File: config.mk
export PLATFORM = sky130hd
export DESIGN_NAME = wis_ctrl
export DESIGN_NICKNAME = d
export VERILOG_FILES = /design/src/rtl/wis_pkg.sv /design/src/rtl/wis_ctrl.sv
export SDC_FILE = /design/constraint.sdc
export NUM_CORES = 1
export LEC_CHECK = 0
export CELL_PAD_IN_SITES_DETAIL_PLACEMENT = 1
export CELL_PAD_IN_SITES_GLOBAL_PLACEMENT = 1
export CORE_AREA = 2 2 126 128
export DETAILED_ROUTE_END_ITERATION = 12
export DIE_AREA = 0 0 128 130
export DONT_BUFFER_PORTS = 1
export PLACE_DENSITY_LB_ADDON = 0.3
export SETUP_SLACK_MARGIN = 0.02
export SLEW_MARGIN = 5
export SYNTH_ARGS = -nofsm -noshare
export SYNTH_HDL_FRONTEND = slang
export SYNTH_SLANG_ARGS = --single-unit
File: constraint.sdc
create_clock -name clk -period 4.8 [get_ports clk]
set_input_delay 0.48 -clock clk [delete_from_list [all_inputs] [get_ports clk]]
set_output_delay 0.48 -clock clk [all_outputs]
set_load 0.02 [all_outputs]
File: src/rtl/wis_pkg.sv
// Package with operation codes, status codes, field widths and the result type.
`timescale 1ns / 1ps

package wis_pkg;

  localparam int OP_W   = 3;
  localparam int POS_W  = 10;
  localparam int WORD_W = 64;
  localparam int IDX_W  = 10;
  localparam int STAT_W = 2;
  localparam int FILL_W = 11;

  localparam logic [OP_W-1:0] OP_PUSH   = 3'd0;
  localparam logic [OP_W-1:0] OP_POP    = 3'd1;
  localparam logic [OP_W-1:0] OP_GET    = 3'd2;
  localparam logic [OP_W-1:0] OP_SET    = 3'd3;
  localparam logic [OP_W-1:0] OP_SEARCH = 3'd4;

  localparam logic [STAT_W-1:0] ST_OK    = 2'd0;
  localparam logic [STAT_W-1:0] ST_FULL  = 2'd1;
  localparam logic [STAT_W-1:0] ST_EMPTY = 2'd2;
  localparam logic [STAT_W-1:0] ST_RANGE = 2'd3;

  typedef struct packed {
    logic [WORD_W-1:0] word_out;
    logic              match_found;
    logic [IDX_W-1:0]  match_index;
    logic [STAT_W-1:0] status;
    logic [FILL_W-1:0] fill_count;
  } res_t;

endpackage

File: src/rtl/wis_ctrl.sv
// Sequencer: decodes each item, keeps the fill count and walks the memory for a search.
`timescale 1ns / 1ps

module wis_ctrl #(
  parameter int DEPTH      = 1024,
  parameter int WORD_WIDTH = 64,
  parameter int AW         = $clog2(DEPTH),
  parameter int CNT_W      = $clog2(DEPTH + 1)
) (
  input  logic                        clk,
  input  logic                        rst_n,
  input  logic                        in_valid,
  output logic                        in_stall,
  input  logic [wis_pkg::OP_W-1:0]    in_operation,
  input  logic [wis_pkg::POS_W-1:0]   in_position,
  input  logic [wis_pkg::WORD_W-1:0]  in_word_in,
  input  logic                        out_free,
  output logic                        res_load,
  output wis_pkg::res_t               res,
  output logic                        wr_en,
  output logic [AW-1:0]               wr_addr,
  output logic [WORD_WIDTH-1:0]       wr_data,
  output logic                        rd_en,
  output logic [AW-1:0]               rd_addr,
  input  logic [WORD_WIDTH-1:0]       rd_data
);

  localparam int WW    = wis_pkg::WORD_W;
  localparam int IW    = wis_pkg::IDX_W;
  localparam int FW    = wis_pkg::FILL_W;
  localparam int PW    = wis_pkg::POS_W;
  localparam int CMP_W = (CNT_W > PW) ? CNT_W : PW;

  localparam logic [1:0] S_IDLE = 2'd0;
  localparam logic [1:0] S_READ = 2'd1;
  localparam logic [1:0] S_SRCH = 2'd2;

  logic [1:0]            state_r, state_nxt;
  logic [CNT_W-1:0]      count_r, count_nxt;
  logic [AW-1:0]         ptr_r, ptr_nxt;
  logic [WORD_WIDTH-1:0] key_r, key_nxt;
  logic                  accept;
  logic                  in_range;
  logic                  is_full;
  logic                  is_last;

  assign in_stall = (state_r != S_IDLE) || !out_free;
  assign accept   = in_valid && !in_stall;
  assign in_range = CMP_W'(in_position) < CMP_W'(count_r);
  assign is_full  = count_r == CNT_W'(DEPTH);
  assign is_last  = (CNT_W'(ptr_r) + CNT_W'(1)) == count_r;

  always_comb begin
    state_nxt = state_r;
    count_nxt = count_r;
    ptr_nxt   = ptr_r;
    key_nxt   = key_r;
    wr_en     = 1'b0;
    wr_addr   = AW'(count_r);
    wr_data   = in_word_in[WORD_WIDTH-1:0];
    rd_en     = 1'b0;
    rd_addr   = AW'(in_position);
    res_load  = 1'b0;
    res       = '0;
    unique case (state_r)
      S_IDLE: begin
        if (accept) begin
          unique case (in_operation)
            wis_pkg::OP_PUSH: begin
              res_load = 1'b1;
              if (is_full) begin
                res.status = wis_pkg::ST_FULL;
              end else begin
                wr_en     = 1'b1;
                count_nxt = count_r + CNT_W'(1);
              end
            end
            wis_pkg::OP_POP: begin
              if (count_r == '0) begin
                res_load   = 1'b1;
                res.status = wis_pkg::ST_EMPTY;
              end else begin
                count_nxt = count_r - CNT_W'(1);
                rd_en     = 1'b1;
                rd_addr   = AW'(count_r - CNT_W'(1));
                state_nxt = S_READ;
              end
            end
            wis_pkg::OP_GET: begin
              if (!in_range) begin
                res_load   = 1'b1;
                res.status = wis_pkg::ST_RANGE;
              end else begin
                rd_en     = 1'b1;
                state_nxt = S_READ;
              end
            end
            wis_pkg::OP_SET: begin
              res_load = 1'b1;
              if (!in_range) begin
                res.status = wis_pkg::ST_RANGE;
              end else begin
                wr_en   = 1'b1;
                wr_addr = AW'(in_position);
              end
            end
            wis_pkg::OP_SEARCH: begin
              if (count_r == '0) begin
                res_load = 1'b1;
              end else begin
                rd_en     = 1'b1;
                rd_addr   = '0;
                ptr_nxt   = '0;
                key_nxt   = in_word_in[WORD_WIDTH-1:0];
                state_nxt = S_SRCH;
              end
            end
            default: begin
              res_load = 1'b1;
            end
          endcase
        end
      end
      S_READ: begin
        res_load     = 1'b1;
        res.word_out = WW'(rd_data);
        state_nxt    = S_IDLE;
      end
      S_SRCH: begin
        if (rd_data == key_r) begin
          res_load        = 1'b1;
          res.match_found = 1'b1;
          res.match_index = IW'(ptr_r);
          state_nxt       = S_IDLE;
        end else if (is_last) begin
          res_load  = 1'b1;
          state_nxt = S_IDLE;
        end else begin
          ptr_nxt = ptr_r + AW'(1);
          rd_en   = 1'b1;
          rd_addr = ptr_r + AW'(1);
        end
      end
      default: begin
        state_nxt = S_IDLE;
      end
    endcase
    res.fill_count = FW'(count_nxt);
  end

  always_ff @(posedge clk) begin
    if (!rst_n) begin
      state_r <= S_IDLE;
      count_r <= '0;
    end else begin
      state_r <= state_nxt;
      count_r <= count_nxt;
    end
  end

  always_ff @(posedge clk) begin
    ptr_r <= ptr_nxt;
    key_r <= key_nxt;
  end

endmodule

Word level (Yosys, flattened, before mapping). Cells that the tools add are included.

Bitwise gates (word level): 1. Add/subtract/negate cells: 4. Reductions and logical operators: 14. Eq/ne operators: 19. Magnitude comparators: 1. Mux-type cells: 57.

Operators with widths (count): $mux 10 (14); $mux 11 (6); $eq 64x64->1 (1); $mux 64 (1); $pmux 10 s2 (3); $pmux 11 s2 (1); $mux 2 (10); $mux 1 (14); $ne 3x3->1 const B (4); $pmux 2 s3 (2); $reduce_and 6->1 (2); $add 10x1->11 const B (1); $add 11x1->11 const B (1); $eq 11x11->1 (1); $eq 11x11->1 const B (1); $logic_not 11->1 (1); $lt 10x11->1 (1); $sub 11x1->11 const B (1); $add 10x1->10 const B (1); $ne 2x2->1 const B (4); $pmux 1 s2 (4); $eq 3x2->1 const B (2); $ne 4x1->1 const B (1); $pmux 2 s2 (1); 15 further kinds (18).

Word-level logic and storage cells: 100. Bits in registers: 87. Bits of input ports: 145.

Logic depth before layout (Yosys ltp).
Depth after elaboration: 6. Mapped depth: 11. Depth with buffers taken out: 9.

Worst setup path before layout. Ideal clock, no wire load.

Path type: flip-flop to output port. Start point: register count_r[0]. End point: output rd_addr[4]. Arrival: 3967 ps. Path slack: 353 ps. Stages on the path, launching flop included: 11. Buffers on the path: 2. Path through: dfxtp_1 clkbuf_1 inv_1 ha_1 nor3b_2 nand4_1 and3_1 clkbuf_1 a211oi_1 a21oi_1 o32ai_1.

Longest elaborated chain between the ends: 5.

RTL lines: from (decl) (RTL line wis_ctrl.sv:39) `logic [CNT_W-1:0] count_r, count_nxt;`; from (signal assigned) (RTL line wis_ctrl.sv:157) `count_r <= count_nxt;`; $sub 11x1->11 or $logic_not 11->1 (tied branches) (RTL line wis_ctrl.sv:85, wis_ctrl.sv:79, wis_ctrl.sv:108); $mux 10, on equally long branches (RTL line wis_ctrl.sv:79, wis_ctrl.sv:108); $pmux 10 s2 (RTL line wis_ctrl.sv:68) `unique case (in_operation)`; $mux 10 (RTL line wis_ctrl.sv:67) `if (accept) begin`; $pmux 10 s2 (*) (RTL line wis_ctrl.sv:65) `unique case (state_r)`; to (decl) (RTL line wis_ctrl.sv:24) `output logic [AW-1:0] rd_addr,`.

Every way passes the cells marked *; elsewhere a longest branch is shown, timed or not.

Worst setup path after layout.
Start point: register count_r[7]. End point: output wr_addr[0].

Longest elaborated chain between the ends: 5.

RTL lines: $lt 10x11->1 (RTL line wis_ctrl.sv:49) `assign in_range = CMP_W'(in_position) < CMP_W'(count_r);`; $mux 10 (RTL line wis_ctrl.sv:100) `if (!in_range) begin`; $mux 10 (RTL line wis_ctrl.sv:68); $mux 10 (RTL line wis_ctrl.sv:67); $mux 10 (RTL line wis_ctrl.sv:65); to (decl) (RTL line wis_ctrl.sv:21) `output logic [AW-1:0] wr_addr,`.

Every way passes these cells.

==> summary.md <==
| Metric | Value |
|---|---|
| Hold endpoint | `key_r[18]` |
| WHS Path Cells | `0` |
| DIE AREA | `16600 sq um` |
| DP HPWL | `16700 um` |
| Reg power frac | `0.513` |
| CP Cell Sequence | `inv_1 > ha_1 > a21o_1 > a21o_1 > a221oi_1 > a21boi_1 > nand4_1 > o21ai_0 > buf_4` |
| YS warnings | `0` |
| Rows | `46` |
| WHS | `0.222 ns` |
| Max Cap Viol | `0` |
| CP endpoint kind | `output port` |
| Min-Delay Startpoint | `in_word_in[18]` |
| Unrepaired setup endpoints after global routing | `no` |
| CTS Hold Bufs | `0` |
| WP data required | `4.32 ns` |
| Fraction of the cycle the final worst path needs | `0.842` |
| Seq/Total Area, Yosys | `0.395` |
| Max-slew violation count | `0` |
| Initial core utilization | `0.408` |
| Status | `completed` |
| Final #Nets | `722` |
| CTS buffer count | `9` |
| GRT overflow | `0` |
| GRT Total Usage | `0.240` |
| Crit-path most repeated cell | `a21o_1` |
| DIE HEIGHT | `130 um` |
| Max_slew headroom | `0.287` |
| First-pass GRT wire length | `29600 um` |
| CP top delay family | `compound AO/OA/AOI/OAI gates` |
| First-pass iteration count of the detailed router | `5` |
| # fillers | `1759` |
| # Post-CTS Setup Buffers | `0` |
| Switch share | `0.236` |
| Clk sinks | `87` |
| Fin crit period | `4.04 ns` |
| Clock Root Buffer | `clkbuf_16` |
| Antenna violations before repair | `4` |
| Post-synth EDFFs | `74` |
| Clock Latency Late Sink | `0.35 ns` |
| Avg Synthesized Cell Area | `9.86 sq um` |
| Port-buffer cells | `0` |
| Post-DRT Antenna Nets | `0` |
| Routed via count | `4718` |
| Hold crit path type | `in -> reg` |
| Layout area overhead | `-0.458%` |
| GP Congestion | `0.916` |
| Startpoint types | `flip-flop` |
| FF-to-FF End | `ptr_r[6]` |
| Final TNS setup | `0 ns` |
| Critical path class | `reg -> out` |
| Internal power | `1.22 mW` |
| Clock share of power | `0.429` |
| Cell Pwr Density | `254 nW/um^2` |
| Largest net degree at the start of global routing | `66` |
| Peak VDD IR | `0.144 mV` |
| Synthesized Nets | `795` |
| NetSw | `0.376 mW` |
| Synth Instances | `638` |
| Max Freq | `247 MHz` |
| First DRT Iteration DRCs | `392` |
| Layout cells sized above 1 | `0.0965` |
| Final setup fails | `0` |
| Routed WL per cell | `27.2 um` |
| Routed WL | `20700 um` |
| Endpoints failing hold | `0` |
| Die span in x | `128 um` |
| CTS tree | `done` |
| Slowest CP cell | `nand4_1` |
| Final Non-Filler Cells | `763` |
| Dpl cells | `746` |
| I/O Pins | `321` |
| CP bufs+invs | `2` |
| RR Startpoint | `ptr_r[0]` |
| Commonest cells after routing, fill and taps aside | `85 x and2_1, 83 x xnor2_1, 74 x edfxtp_1` |
| Worst Path Arrival | `3.56 ns` |
| Overall power after layout | `1.59 mW` |
| Worst Tran Pin Value | `1.07 ns` |
| Via/cell ratio | `6.18` |
| Clock skew | `0.00770 ns` |
| CP peak stage delay | `0.63 ns` |
| #FFs+latches synth | `87` |
| CTS Buffer Depth | `2` |
| Top FF cell, synth | `edfxtp_1` |
| Combinational share of power | `0.058` |
| Most common cell after layout, fill and taps aside | `and2_1` |
| Leakage dissipation | `2.06 nW` |
| Vias in the first global route | `4698` |
| Reg2Reg Setup Slack | `1.32 ns` |
| Synth async-reset ratio | `0` |
| FF-to-FF path depth | `8` |
| Htree depth | `3` |
| Netlist cell types | `69` |
| Worst-path maximum fanout | `12` |
| # DRC | `0` |
| Cell Area, Synth | `6290 sq um` |
| Clock-pin slew on the worst setup and hold paths | `0.07 ns` |
| Post-CTS sizing | `0` |
| CORE AREA | `15400 sq um` |
-- how the worst max path moves through the flow --
stage                from         end  slack (ns)  cells past startpoint
5_1_grt        count_r[7]  wr_addr[0]        0.50                      9
3_3_place_gp     ptr_r[0]  rd_addr[5]        1.27                      8
6_report       count_r[7]  wr_addr[0]        0.76                      9
2_1_floorplan  count_r[0]  rd_addr[4]        0.35                     10
4_1_cts        count_r[7]  wr_addr[0]        0.77                      9
3_5_place_dp     ptr_r[0]  rd_addr[5]        1.19                      8
-- per-layer routing --
metal | share of wire | track usage
met1 | 0.39 | 0.294
met2 | 0.49 | 0.396
met3 | 0.096 | 0.0910
met4 | 0.021 | 0.0718
met5 | 0.0014 | 0
-- metrics by stage --
stage                     worst slack [ns]  utilization  area, sq um
after global placement                1.27        0.387         5970
after global routing                 0.495        0.406         6260
after CTS                            0.772        0.406         6260
after floorplan                      0.353            -         6290
final                                0.759        0.406         6260
after detailed placement              1.19        0.387         5970
-- power by group through the flow --
stage               clock [mW]  sequential, mW  combinational [mW]
floorplan                    0           0.834               0.154
global placement             0           0.834              0.0896
detailed placement           0           0.834              0.0911
CTS                      0.697           0.817              0.0916
global route             0.726           0.817               0.100
finish                   0.683           0.817              0.0923
-- cell usage after synthesis, types with 4 or more instances --
library cell	number	share of area
and2_1	85	0.085
xnor2_1	83	0.12
edfxtp_1	74	0.35
buf_4	64	0.076
nand2_1	28	0.017
nand4_1	27	0.027
nor2_1	27	0.016
o21ai_0	22	0.018
a21oi_1	19	0.015
clkbuf_1	19	0.011
inv_1	15	0.0090
dfxtp_1	13	0.041
ha_1	12	0.024
a31oi_1	11	0.011
and3_1	10	0.0099
mux2_2	10	0.018
nor3_1	10	0.0080
nand3_1	8	0.0064
nor4_1	8	0.0080
o22ai_1	7	0.0070
buf_2	5	0.0040
xor2_1	5	0.0070
a21o_1	4	0.0048
buf_6	4	0.0072
mux2i_1	4	0.0064
-- kinds of logic after synthesis --
kind of cell             share of synthesized area
AND/OR/NAND/NOR                              0.215
flip-flops                                   0.395
multiplexers                                0.0243
buffers and inverters                        0.111
adder cells (fa/ha/maj)                     0.0239
XOR/XNOR                                     0.126
AO/OA/AOI/OAI                                0.105
-- layout make-up --
type,count,area [sq um],share of cell area
multi-input cells,441,3120,0.498
clock inverters,6,55.1,0.00879
inverters,16,60.1,0.00959
well taps,192,240,0.0384
repair buffers,10,75.1,0.0120
flip-flops and latches,87,2480,0.397
diodes,1,2.50,0.000400
clock buffers,10,229,0.0366
-- worst register-to-register path, stage by stage (launching register included) --
cell	delay (ns)
edfxtp_1	0.50
ha_1	0.29
nand4_1	0.23
nor2_1	0.28
xnor3_2	0.23
nand2b_4	0.06
o41ai_4	0.88
nor2_2	0.24
or2_1	0.48
-- state kept, by name (all words and copies together), names as in the netlist --
signal   count
state_r      2
count_r     11
ptr_r       10
key_r       64
Note: power is estimated with default switching activity, not from simulation.
